--- config.mk ---
export PLATFORM = sky130hd
export DESIGN_NAME = linear_interp_resampler_core_flat
export DESIGN_NICKNAME = d
export VERILOG_FILES = /design/src/rtl/core/lir_pkg.sv /design/src/rtl/core/lir_if.sv /design/src/rtl/core/linear_interp_resampler_core.sv /design/src/rtl/core/lir_ctrl.sv /design/src/rtl/core/lir_dp.sv /design/src/flat_wrapper.sv
export VERILOG_INCLUDE_DIRS = /design/src /design/src/rtl/core
export SDC_FILE = /design/constraint.sdc
export NUM_CORES = 2
export LEC_CHECK = 0
export BUFFER_PORTS_ARGS = -buffer_cell sky130_fd_sc_hd__buf_2
export CAP_MARGIN = 15
export CORE_MARGIN = 10
export CORE_UTILIZATION = 36
export CTS_CLUSTER_SIZE = 20
export DETAILED_ROUTE_END_ITERATION = 7
export HOLD_SLACK_MARGIN = 0.02
export SYNTH_ARGS = -nofsm -noshare
export SYNTH_HDL_FRONTEND = slang
export SYNTH_SLANG_ARGS = --single-unit
--- constraint.sdc ---
create_clock -name i_clk -period 15.1 [get_ports i_clk]
set_clock_uncertainty 0.1 [all_clocks]
set_input_delay 3.02 -clock i_clk [delete_from_list [all_inputs] [get_ports i_clk]]
set_output_delay 3.02 -clock i_clk [all_outputs]
set_load 0.01 [all_outputs]
--- src/rtl/core/linear_interp_resampler_core_assert.svh ---
// Assertion macros shared by the resampler core modules.
// Depends on nothing; included by the controller and the datapath.
`ifndef LINEAR_INTERP_RESAMPLER_CORE_ASSERT_SVH
`define LINEAR_INTERP_RESAMPLER_CORE_ASSERT_SVH

// Same-cycle implication, disabled while reset is held.
`define LIR_ASSERT_IMPLY(label, clk, rst_n, ante, cons) \
    label: assert property (@(posedge clk) disable iff (!(rst_n)) (ante) |-> (cons)) \
        else $error("same-cycle check failed");

// Next-cycle implication, disabled while reset is held.
`define LIR_ASSERT_NEXT(label, clk, rst_n, ante, cons) \
    label: assert property (@(posedge clk) disable iff (!(rst_n)) (ante) |=> (cons)) \
        else $error("next-cycle check failed");

`endif

--- src/rtl/core/lir_pkg.sv ---
// Package for the linear interpolation resampler core: widths, constants,
// register indexes and the controller/datapath command and status types.
`default_nettype none

package lir_pkg;

    // Fixed-point format of the phase accumulator.
    localparam int FRAC_BITS    = 15;
    localparam int MAX_UPSAMPLE = 8;
    localparam int ACC_W        = 20;
    localparam int SAMPLE_W     = 16;
    localparam int CC_W         = 2;
    localparam int CNT_W        = $clog2(MAX_UPSAMPLE);
    localparam int CFG_IDX_W    = 1;

    localparam int ONE_FRAME = 1 << FRAC_BITS;
    localparam int HALF_LSB  = 1 << (FRAC_BITS - 1);
    localparam int STEP_MIN  = (ONE_FRAME + MAX_UPSAMPLE - 1) / MAX_UPSAMPLE;
    localparam int STEP_MAX  = 524288;

    // Reset values of the configuration registers.
    localparam int CC_RESET   = 2;
    localparam int STEP_RESET = 32768;

    // Configuration register indexes.
    localparam logic [CFG_IDX_W-1:0] CFG_CHANNEL_COUNT = 1'd0;
    localparam logic [CFG_IDX_W-1:0] CFG_PHASE_STEP    = 1'd1;

    // Commands from the controller to the datapath.
    typedef struct packed {
        logic accept;   // an item is taken this cycle
        logic skip;     // item causes no output; take one frame off the phase
        logic issue;    // start one interpolated output at the current phase
        logic last;     // the issued output ends the run for this item
    } t_cmd;

    // Status from the datapath to the controller.
    typedef struct packed {
        logic phase_below;  // phase is below one frame
        logic next_below;   // phase plus step is below one frame
        logic pipe_free;    // the multiply stage can take a new output
    } t_status;

endpackage

`default_nettype wire

--- src/rtl/core/lir_if.sv ---
// Channel interfaces of the resampler core: input frames, output frames and
// configuration writes. Depends on lir_pkg.
`default_nettype none

interface lir_in_if;
    logic                                  valid;
    logic                                  ready;
    logic signed [lir_pkg::SAMPLE_W-1:0]   in_left;
    logic signed [lir_pkg::SAMPLE_W-1:0]   in_right;

    modport source (output valid, output in_left, output in_right, input ready);
    modport sink   (input valid, input in_left, input in_right, output ready);
endinterface

interface lir_out_if;
    logic                                  valid;
    logic                                  ready;
    logic signed [lir_pkg::SAMPLE_W-1:0]   out_left;
    logic signed [lir_pkg::SAMPLE_W-1:0]   out_right;
    logic                                  last_of_run;

    modport source (output valid, output out_left, output out_right,
                    output last_of_run, input ready);
    modport sink   (input valid, input out_left, input out_right,
                    input last_of_run, output ready);
endinterface

interface lir_cfg_if;
    logic                                  valid;
    logic                                  ready;
    logic [lir_pkg::CFG_IDX_W-1:0]         index;
    logic [lir_pkg::ACC_W-1:0]             data;

    modport source (output valid, output index, output data, input ready);
    modport sink   (input valid, input index, input data, output ready);
endinterface

`default_nettype wire

--- src/rtl/core/linear_interp_resampler_core.sv ---
// Top level of the linear interpolation resampler: joins the controller and
// the datapath. Depends on lir_pkg, lir_if, lir_ctrl and lir_dp.
//
//  Port    | Dir | Carries                                  | Accepted when
//  i_in    | in  | in_left, in_right (one frame)            | valid && ready
//  o_out   | out | out_left, out_right, last_of_run         | valid && ready
//  i_cfg   | in  | index (0 channel count, 1 phase step)    | valid && ready
//
// An item is taken only while no run is being issued; a frame that causes
// k outputs (k <= 8) issues one output per cycle while the output does not
// stall, and the next item is taken the cycle after. A frame that causes no
// output keeps the idle state; outputs pass the multiply and output registers.
// Reset is synchronous and active low; there is no clearing pass.
// A stalled output holds the multiply stage and then the issue sequence.
`default_nettype none

module linear_interp_resampler_core (
    input  wire logic   i_clk,
    input  wire logic   i_rst_n,
    lir_in_if.sink      i_in,
    lir_out_if.source   o_out,
    lir_cfg_if.sink     i_cfg
);

    lir_pkg::t_cmd      cmd;
    lir_pkg::t_status   status;

    lir_ctrl u_ctrl (
        .i_clk      (i_clk),
        .i_rst_n    (i_rst_n),
        .i_in_valid (i_in.valid),
        .o_in_ready (i_in.ready),
        .i_status   (status),
        .o_cmd      (cmd)
    );

    lir_dp u_dp (
        .i_clk      (i_clk),
        .i_rst_n    (i_rst_n),
        .i_in       (i_in),
        .o_out      (o_out),
        .i_cfg      (i_cfg),
        .i_cmd      (cmd),
        .o_status   (status)
    );

endmodule

`default_nettype wire

--- src/rtl/core/lir_ctrl.sv ---
// Controller of the resampler core: takes items and sequences the outputs
// of each run. Depends on lir_pkg and the assertion macro header.
`default_nettype none
`include "linear_interp_resampler_core_assert.svh"

module lir_ctrl (
    input  wire logic             i_clk,
    input  wire logic             i_rst_n,
    input  wire logic             i_in_valid,
    output logic                  o_in_ready,
    input  wire lir_pkg::t_status i_status,
    output lir_pkg::t_cmd         o_cmd
);

    typedef enum logic [1:0] {
        ST_IDLE = 2'b01,
        ST_RUN  = 2'b10
    } t_state;

    t_state                      r_state, n_state;
    logic [lir_pkg::CNT_W-1:0]   r_count, n_count;
    logic                        r_primed, n_primed;
    logic                        accept;

    assign o_in_ready = (r_state == ST_IDLE);
    assign accept     = i_in_valid && o_in_ready;

    // Command decode and next state.
    always_comb begin
        n_state  = r_state;
        n_count  = r_count;
        n_primed = r_primed;
        o_cmd    = '0;
        unique case (r_state)
            ST_IDLE: begin
                if (accept) begin
                    o_cmd.accept = 1'b1;
                    n_primed     = 1'b1;
                    // The first frame only loads; a phase at or past one frame skips.
                    if (r_primed) begin
                        if (i_status.phase_below) begin
                            n_state = ST_RUN;
                            n_count = '0;
                        end else begin
                            o_cmd.skip = 1'b1;
                        end
                    end
                end
            end
            ST_RUN: begin
                if (i_status.pipe_free) begin
                    o_cmd.issue = 1'b1;
                    o_cmd.last  = !i_status.next_below
                               || (r_count == lir_pkg::CNT_W'(lir_pkg::MAX_UPSAMPLE - 1));
                    if (o_cmd.last) begin
                        n_state = ST_IDLE;
                        n_count = '0;
                    end else begin
                        n_count = r_count + 1'b1;
                    end
                end
            end
            default: begin
                n_state = ST_IDLE;
            end
        endcase
    end

    // State registers.
    always_ff @(posedge i_clk) begin
        if (!i_rst_n) begin
            r_state  <= ST_IDLE;
            r_count  <= '0;
            r_primed <= 1'b0;
        end else begin
            r_state  <= n_state;
            r_count  <= n_count;
            r_primed <= n_primed;
        end
    end

    `LIR_ASSERT_NEXT(a_last_returns_idle, i_clk, i_rst_n, o_cmd.issue && o_cmd.last, r_state == ST_IDLE && r_count == '0)
    `LIR_ASSERT_NEXT(a_accept_primes, i_clk, i_rst_n, o_cmd.accept, r_primed)
    `LIR_ASSERT_IMPLY(a_run_needs_prime, i_clk, i_rst_n, r_state == ST_RUN, r_primed)

endmodule

`default_nettype wire

--- src/rtl/core/lir_dp.sv ---
// Datapath of the resampler core: configuration registers, previous frame,
// phase accumulator, multiply stage and output register. Depends on lir_pkg,
// lir_if and the assertion macro header.
`default_nettype none
`include "linear_interp_resampler_core_assert.svh"

module lir_dp (
    input  wire logic             i_clk,
    input  wire logic             i_rst_n,
    lir_in_if.sink                i_in,
    lir_out_if.source             o_out,
    lir_cfg_if.sink               i_cfg,
    input  wire lir_pkg::t_cmd    i_cmd,
    output lir_pkg::t_status      o_status
);

    localparam int SW     = lir_pkg::SAMPLE_W;
    localparam int AW     = lir_pkg::ACC_W;
    localparam int FB     = lir_pkg::FRAC_BITS;
    localparam int DIFF_W = SW + 1;
    localparam int PROD_W = DIFF_W + FB + 1;
    localparam int SHR_W  = PROD_W - FB;
    localparam int Q_W    = SHR_W + 1;

    // Clamp a quotient to the signed sample range.
    function automatic logic [SW-1:0] sat(input logic [Q_W-1:0] v);
        logic [Q_W-SW:0] top;
        top = v[Q_W-1:SW-1];
        if ((&top) || !(|top)) begin
            sat = v[SW-1:0];
        end else if (v[Q_W-1]) begin
            sat = {1'b1, {(SW-1){1'b0}}};
        end else begin
            sat = {1'b0, {(SW-1){1'b1}}};
        end
    endfunction

    logic [lir_pkg::CC_W-1:0]  r_channel_count;
    logic [AW-1:0]             r_step;
    logic [AW-1:0]             n_step;
    logic                      stereo;

    logic [SW-1:0]             r_prev_l, r_prev_r;
    logic [SW-1:0]             r_base_l, r_base_r;
    logic signed [DIFF_W-1:0]  r_diff_l, r_diff_r;
    logic [AW-1:0]             r_phase;
    logic [AW:0]               phase_sum;

    logic                      r_m_valid, r_m_last, r_m_stereo;
    logic signed [PROD_W-1:0]  r_m_prod_l, r_m_prod_r;
    logic [SW-1:0]             r_m_base_l, r_m_base_r;
    logic signed [FB:0]        weight;

    logic                      r_o_valid, r_o_last;
    logic [SW-1:0]             r_o_left, r_o_right;
    logic                      advance_o, advance_m;

    logic signed [PROD_W-1:0]  rnd_l, rnd_r;
    logic [Q_W-1:0]            q_l, q_r;

    // Configuration writes; the step is stored already clamped.
    assign i_cfg.ready = 1'b1;
    assign stereo      = r_channel_count[1];

    always_comb begin
        if (i_cfg.data < AW'(lir_pkg::STEP_MIN)) begin
            n_step = AW'(lir_pkg::STEP_MIN);
        end else if (i_cfg.data > AW'(lir_pkg::STEP_MAX)) begin
            n_step = AW'(lir_pkg::STEP_MAX);
        end else begin
            n_step = i_cfg.data;
        end
    end

    always_ff @(posedge i_clk) begin
        if (!i_rst_n) begin
            r_channel_count <= lir_pkg::CC_W'(lir_pkg::CC_RESET);
            r_step          <= AW'(lir_pkg::STEP_RESET);
        end else if (i_cfg.valid) begin
            unique case (i_cfg.index)
                lir_pkg::CFG_CHANNEL_COUNT: r_channel_count <= i_cfg.data[lir_pkg::CC_W-1:0];
                lir_pkg::CFG_PHASE_STEP:    r_step          <= n_step;
                default: ;
            endcase
        end
    end

    // Status for the controller.
    assign phase_sum            = {1'b0, r_phase} + {1'b0, r_step};
    assign o_status.phase_below = r_phase < AW'(lir_pkg::ONE_FRAME);
    assign o_status.next_below  = phase_sum < (AW+1)'(lir_pkg::ONE_FRAME);
    assign advance_o            = !r_o_valid || o_out.ready;
    assign advance_m            = !r_m_valid || advance_o;
    assign o_status.pipe_free   = advance_m;

    // Previous frame and phase accumulator.
    always_ff @(posedge i_clk) begin
        if (!i_rst_n) begin
            r_prev_l <= '0;
            r_prev_r <= '0;
            r_phase  <= '0;
        end else begin
            if (i_cmd.accept) begin
                r_prev_l <= i_in.in_left;
                r_prev_r <= i_in.in_right;
            end
            if (i_cmd.skip) begin
                r_phase <= r_phase - AW'(lir_pkg::ONE_FRAME);
            end else if (i_cmd.issue) begin
                if (!i_cmd.last) begin
                    r_phase <= phase_sum[AW-1:0];
                end else if (o_status.next_below) begin
                    r_phase <= '0;
                end else begin
                    r_phase <= AW'(phase_sum - (AW+1)'(lir_pkg::ONE_FRAME));
                end
            end
        end
    end

    // Base and difference of the frame pair, taken with the item.
    always_ff @(posedge i_clk) begin
        if (i_cmd.accept) begin
            r_base_l <= r_prev_l;
            r_base_r <= r_prev_r;
            r_diff_l <= signed'({i_in.in_left[SW-1], i_in.in_left})
                      - signed'({r_prev_l[SW-1], r_prev_l});
            r_diff_r <= signed'({i_in.in_right[SW-1], i_in.in_right})
                      - signed'({r_prev_r[SW-1], r_prev_r});
        end
    end

    // Multiply stage: difference times the fractional phase.
    assign weight = signed'({1'b0, r_phase[FB-1:0]});

    always_ff @(posedge i_clk) begin
        if (!i_rst_n) begin
            r_m_valid <= 1'b0;
        end else if (i_cmd.issue) begin
            r_m_valid <= 1'b1;
        end else if (advance_o) begin
            r_m_valid <= 1'b0;
        end
    end

    always_ff @(posedge i_clk) begin
        if (i_cmd.issue) begin
            r_m_prod_l <= PROD_W'(r_diff_l * weight);
            r_m_prod_r <= PROD_W'(r_diff_r * weight);
            r_m_base_l <= r_base_l;
            r_m_base_r <= r_base_r;
            r_m_last   <= i_cmd.last;
            r_m_stereo <= stereo;
        end
    end

    // Output stage: round, add the base, saturate; the right output is zero in mono.
    assign rnd_l = r_m_prod_l + PROD_W'(lir_pkg::HALF_LSB);
    assign rnd_r = r_m_prod_r + PROD_W'(lir_pkg::HALF_LSB);
    assign q_l   = {{(Q_W-SW){r_m_base_l[SW-1]}}, r_m_base_l}
                 + {rnd_l[PROD_W-1], rnd_l[PROD_W-1:FB]};
    assign q_r   = {{(Q_W-SW){r_m_base_r[SW-1]}}, r_m_base_r}
                 + {rnd_r[PROD_W-1], rnd_r[PROD_W-1:FB]};

    always_ff @(posedge i_clk) begin
        if (!i_rst_n) begin
            r_o_valid <= 1'b0;
        end else if (advance_o) begin
            r_o_valid <= r_m_valid;
        end
    end

    always_ff @(posedge i_clk) begin
        if (advance_o && r_m_valid) begin
            r_o_left  <= sat(q_l);
            r_o_right <= r_m_stereo ? sat(q_r) : '0;
            r_o_last  <= r_m_last;
        end
    end

    assign o_out.valid       = r_o_valid;
    assign o_out.out_left    = r_o_left;
    assign o_out.out_right   = r_o_right;
    assign o_out.last_of_run = r_o_last;

    `LIR_ASSERT_IMPLY(a_issue_phase_in_frame, i_clk, i_rst_n, i_cmd.issue, r_phase < AW'(lir_pkg::ONE_FRAME))
    `LIR_ASSERT_NEXT(a_mul_held_on_stall, i_clk, i_rst_n, r_m_valid && !advance_o, r_m_valid)
    `LIR_ASSERT_IMPLY(a_issue_needs_room, i_clk, i_rst_n, i_cmd.issue, advance_m)

endmodule

`default_nettype wire

--- src/flat_wrapper.sv ---
// flat-port wrapper written by rule: the top's interface ports become plain ports
module linear_interp_resampler_core_flat 
  (i_clk, i_rst_n, i_in_valid, i_in_in_left, i_in_in_right, i_in_ready, o_out_valid, o_out_out_left, o_out_out_right, o_out_last_of_run, o_out_ready, i_cfg_valid, i_cfg_index, i_cfg_data, i_cfg_ready);
  lir_in_if i_in_i ();
  lir_out_if o_out_i ();
  lir_cfg_if i_cfg_i ();
  input  wire logic i_clk;
  input  wire logic i_rst_n;
  input wire logic [$bits(i_in_i.valid)-1:0] i_in_valid;
  input wire logic [$bits(i_in_i.in_left)-1:0] i_in_in_left;
  input wire logic [$bits(i_in_i.in_right)-1:0] i_in_in_right;
  output wire logic [$bits(i_in_i.ready)-1:0] i_in_ready;
  output wire logic [$bits(o_out_i.valid)-1:0] o_out_valid;
  output wire logic [$bits(o_out_i.out_left)-1:0] o_out_out_left;
  output wire logic [$bits(o_out_i.out_right)-1:0] o_out_out_right;
  output wire logic [$bits(o_out_i.last_of_run)-1:0] o_out_last_of_run;
  input wire logic [$bits(o_out_i.ready)-1:0] o_out_ready;
  input wire logic [$bits(i_cfg_i.valid)-1:0] i_cfg_valid;
  input wire logic [$bits(i_cfg_i.index)-1:0] i_cfg_index;
  input wire logic [$bits(i_cfg_i.data)-1:0] i_cfg_data;
  output wire logic [$bits(i_cfg_i.ready)-1:0] i_cfg_ready;
  assign i_in_i.valid = i_in_valid;
  assign i_in_i.in_left = i_in_in_left;
  assign i_in_i.in_right = i_in_in_right;
  assign i_in_ready = i_in_i.ready;
  assign o_out_valid = o_out_i.valid;
  assign o_out_out_left = o_out_i.out_left;
  assign o_out_out_right = o_out_i.out_right;
  assign o_out_last_of_run = o_out_i.last_of_run;
  assign o_out_i.ready = o_out_ready;
  assign i_cfg_i.valid = i_cfg_valid;
  assign i_cfg_i.index = i_cfg_index;
  assign i_cfg_i.data = i_cfg_data;
  assign i_cfg_ready = i_cfg_i.ready;
  linear_interp_resampler_core u_core (.i_clk(i_clk), .i_rst_n(i_rst_n), .i_in(i_in_i), .o_out(o_out_i), .i_cfg(i_cfg_i));
endmodule
==> impl_metrics.env <==
export IMPL_reg2regPathDepth=21
export IMPL_power_leakage_uw=0.0165
export IMPL_instances_no_fill=4545
export IMPL_synth_area_leaders="fa_1, edfxtp_1, ha_1"
export IMPL_fin_crit_sh=0.484
export IMPL_r2r_slack_ps=7790
export IMPL_tightestPinTransition_ps=988
export IMPL_hold_viol_final=0
export IMPL_numCtsBuffers=29
export IMPL_r2r_start="u_core.u_dp.r_phase[10]"
export IMPL_slew_viol_final=0
export IMPL_start_kind="flop"
export IMPL_die_w_um=318
export IMPL_dpl_hpwl_um=58500
export IMPL_met2_usage=0.245
export IMPL_dieArea_mm2=0.101
export IMPL_die_h_um=318
export IMPL_groute_layer_met3_usage=0.0185
export IMPL_io_buffers=92
export IMPL_ys_types=81
export IMPL_use_met1=0.210
export IMPL_finalSetupViolCount=0
export IMPL_arrival_ps=7520
export IMPL_synth_common_cells="inv_1, fa_1, nand2_1"
export IMPL_cp_required_ps=15310
export IMPL_synth_ff_type="edfxtp_1"
export IMPL_track_usage=0.149
export IMPL_status="finished, final reports clean"
export IMPL_clock_latency_ps=580
export IMPL_hold_ws_ps=315
export IMPL_layout_setup_ws_ps=7790
export IMPL_routabilityCongestion=0.820
export IMPL_dp_slack_ps=7560
export IMPL_antenna_found_initial=7
export IMPL_drt_iter0_markers=1318
export IMPL_grt_ovfl_total=0
export IMPL_timing_fmax_mhz=137
export IMPL_crit_end="u_core.u_dp.r_m_prod_l[32]"
export IMPL_drt_first_pass_iters=7
export IMPL_yosys_area_top_type="fa_1"
export IMPL_critPathLaunch="u_core.u_dp.r_phase[10]"
export IMPL_viasPerCell=4.82
export IMPL_cts_sinks=252
export IMPL_power_density_mw_per_mm2=50.3
export IMPL_diodes=0
export IMPL_yosysTopAreaCellShare=0.326
export IMPL_vias=21900
export IMPL_hold_path_class="flop to flop"
export IMPL_synth_edf_count=171
export IMPL_grt_max_degree=85
export IMPL_std_cell_rows=109
export IMPL_worstPathMaxFanout=19
export IMPL_dp_cells=4491
export IMPL_fillers=8746
export IMPL_slew_headroom=0.340
export IMPL_wl_um=74200
export IMPL_critical_path_class="flop to flop"
export IMPL_synthMostInstantiatedCell="inv_1"
export IMPL_cts_setup_buffers=0
export IMPL_busiest_layer="met2"
export IMPL_place_area_mm2=0.0337
export IMPL_initial_utilization=0.362
export IMPL_cts_buffer_depth=3
export IMPL_ys_seq_area_frac=0.211
export IMPL_drive_above_1_share=0.0583
export IMPL_final_nets=4193
export IMPL_final_cell_area_mm2=0.0347
export IMPL_cts_max_level=1
export IMPL_ir_worst_vdd_v=0.0000678
export IMPL_worstReg2RegEnd="u_core.u_dp.r_m_prod_l[32]"
export IMPL_ant_nets=0
export IMPL_fp_coreArea_mm2=0.0882
export IMPL_synth_area_mm2=0.0320
export IMPL_drc=0
export IMPL_path_clk_slew_ps=80
export IMPL_num_io_pins=94
export IMPL_syn_num_nets=4155
export IMPL_post_route_min_period_ps=7310
export IMPL_ys_warn_count=0
export IMPL_synth_seq_cells=252
export IMPL_maxCapViolations=0
export IMPL_cts_tree="yes"
export IMPL_end_kind="flop"
export IMPL_grt_setup_unrepaired="no"
export IMPL_first_global_vias=23000
export IMPL_avgSynthCellArea_um2=9.63
export IMPL_grt_pass1_wl_um=124000
export IMPL_area_delta_synth_final_pct=8.54
export IMPL_cts_resized=0
export IMPL_ctsRootBufferMaster="clkbuf_16"
export IMPL_synthArstFlopShare=0
export IMPL_final_setup_tns_ps=0
export IMPL_cts_hold_buf=0
export IMPL_wl_per_cell_um=16.3
export IMPL_postSynthCellCount=3320
==> cells by family after synthesis <==
group / Yosys count / share of synthesized area
other: 1 / 0.000117
adder cells (fa/ha/maj): 777 / 0.426
AO/OA/AOI/OAI: 370 / 0.0786
buffers and inverters: 811 / 0.0958
AND/OR/NAND/NOR: 959 / 0.146
XOR/XNOR: 146 / 0.0402
flip-flops: 252 / 0.211
multiplexers: 4 / 0.00164
==> how the worst min path moves through the flow <==
stage | start | end | slack (ps) | depth (start not counted)
final | u_core.u_dp.r_base_r[0] | u_core.u_dp.r_m_base_r[0] | 320 | 0
after detailed placement | u_core.u_dp.r_base_l[13] | u_core.u_dp.r_m_base_l[13] | 300 | 0
after global placement | u_core.u_dp.r_base_l[11] | u_core.u_dp.r_m_base_l[11] | 300 | 0
after CTS | u_core.u_dp.r_base_r[0] | u_core.u_dp.r_m_base_r[0] | 320 | 0
after global routing | u_core.u_dp.r_base_l[13] | u_core.u_dp.r_m_base_l[13] | 320 | 0
after floorplan | u_core.u_dp.r_m_last | u_core.u_dp.o_out.last_of_run | 300 | 0
==> report_power, final <==
| part | internal [µW] | switching (µW) | leakage [µW] |
|---|---|---|---|
| registers | 770 | 66.1 | 0.00236 |
| clock network | 450 | 312 | 0.000497 |
| logic | 53.6 | 95.5 | 0.0136 |
| total | 1270 | 474 | 0.0165 |
==> layer usage <==
metal / vias up / routed length [µm] / share of wire
li1: 10400 / - / -
met1: 11000 / 34800 / 0.47
met2: 396 / 34800 / 0.47
met3: 73 / 3700 / 0.050
met4: 8 / 942 / 0.013
met5: - / 37 / 0.00050
==> registers in the layout (all words and copies together) (netlist names) <==
signal                         flops
u_core.u_dp.r_base_r              16
u_core.u_dp.o_out.out_left        16
u_core.u_dp.r_base_l              16
u_core.u_ctrl.r_count              3
u_core.u_dp.r_m_prod_l            19
u_core.u_dp.r_prev_r              16
u_core.u_dp.r_channel_count        1
u_core.u_dp.o_out.out_right       16
u_core.u_dp.r_m_stereo             1
u_core.u_dp.r_diff_r              17
u_core.u_dp.r_m_valid              1
u_core.u_dp.r_phase               20
u_core.u_ctrl.r_primed             1
u_core.u_dp.r_m_base_l            16
u_core.u_dp.o_out.last_of_run      1
u_core.u_dp.r_step                20
u_core.u_dp.o_out.valid            1
u_core.u_dp.r_m_base_r            16
u_core.u_dp.r_m_last               1
u_core.u_dp.r_prev_l              16
u_core.u_dp.r_diff_l              17
u_core.u_ctrl.r_state              2
u_core.u_dp.r_m_prod_r            19
==> metrics by stage <==
stage	utilization	power [µW]
after CTS	0.393	1770
after floorplan	-	914
after detailed placement	0.382	999
after global placement	0.382	996
final	0.393	1750
after global routing	0.393	1810
==> worst max-delay path, cell delays in order (launching register included) <==
cell	delay, ps
dfxtp_1	970
buf_4	410
nand2_1	120
fa_1	550
inv_1	60
fa_1	550
fa_1	450
fa_1	460
fa_1	490
inv_1	50
fa_1	470
inv_1	40
ha_1	320
a21oi_1	140
nor2b_1	70
or4_1	400
a31oi_1	340
o21ai_1	250
a211oi_1	350
o31ai_1	160
a21oi_1	190
xnor2_1	80
==> area by class of cell <==
type / instances / area [µm²] / area share
Multi-Input combinational cell: 2257 / 22200 / 0.638
Sequential cell: 252 / 6760 / 0.195
Inverter: 694 / 2610 / 0.0752
Tap cell: 1165 / 1460 / 0.0420
Clock buffer: 41 / 863 / 0.0249
Timing Repair Buffer: 124 / 708 / 0.0204
Clock inverter: 12 / 149 / 0.00429
==> placed cells by master (no fill, tap or decap), drive strengths merged, types with 17 or more instances in the layout <==
cell	netlist	routed
nor3	33	33
o21a	19	19
o21ai	81	81
inv	693	695
xor2	41	41
and2	231	231
edfxtp	171	171
dfxtp	81	81
buf	7	124
a22oi	29	29
and3	17	17
nand2	427	427
xnor2	105	105
clkbuf	110	41
a21boi	45	45
a21o	32	32
ha	256	256
fa	521	521
nor2	90	90
nor2b	55	55
nand3	39	39
a21oi	75	75
No activity file was read; power rests on OpenSTA's default activity.
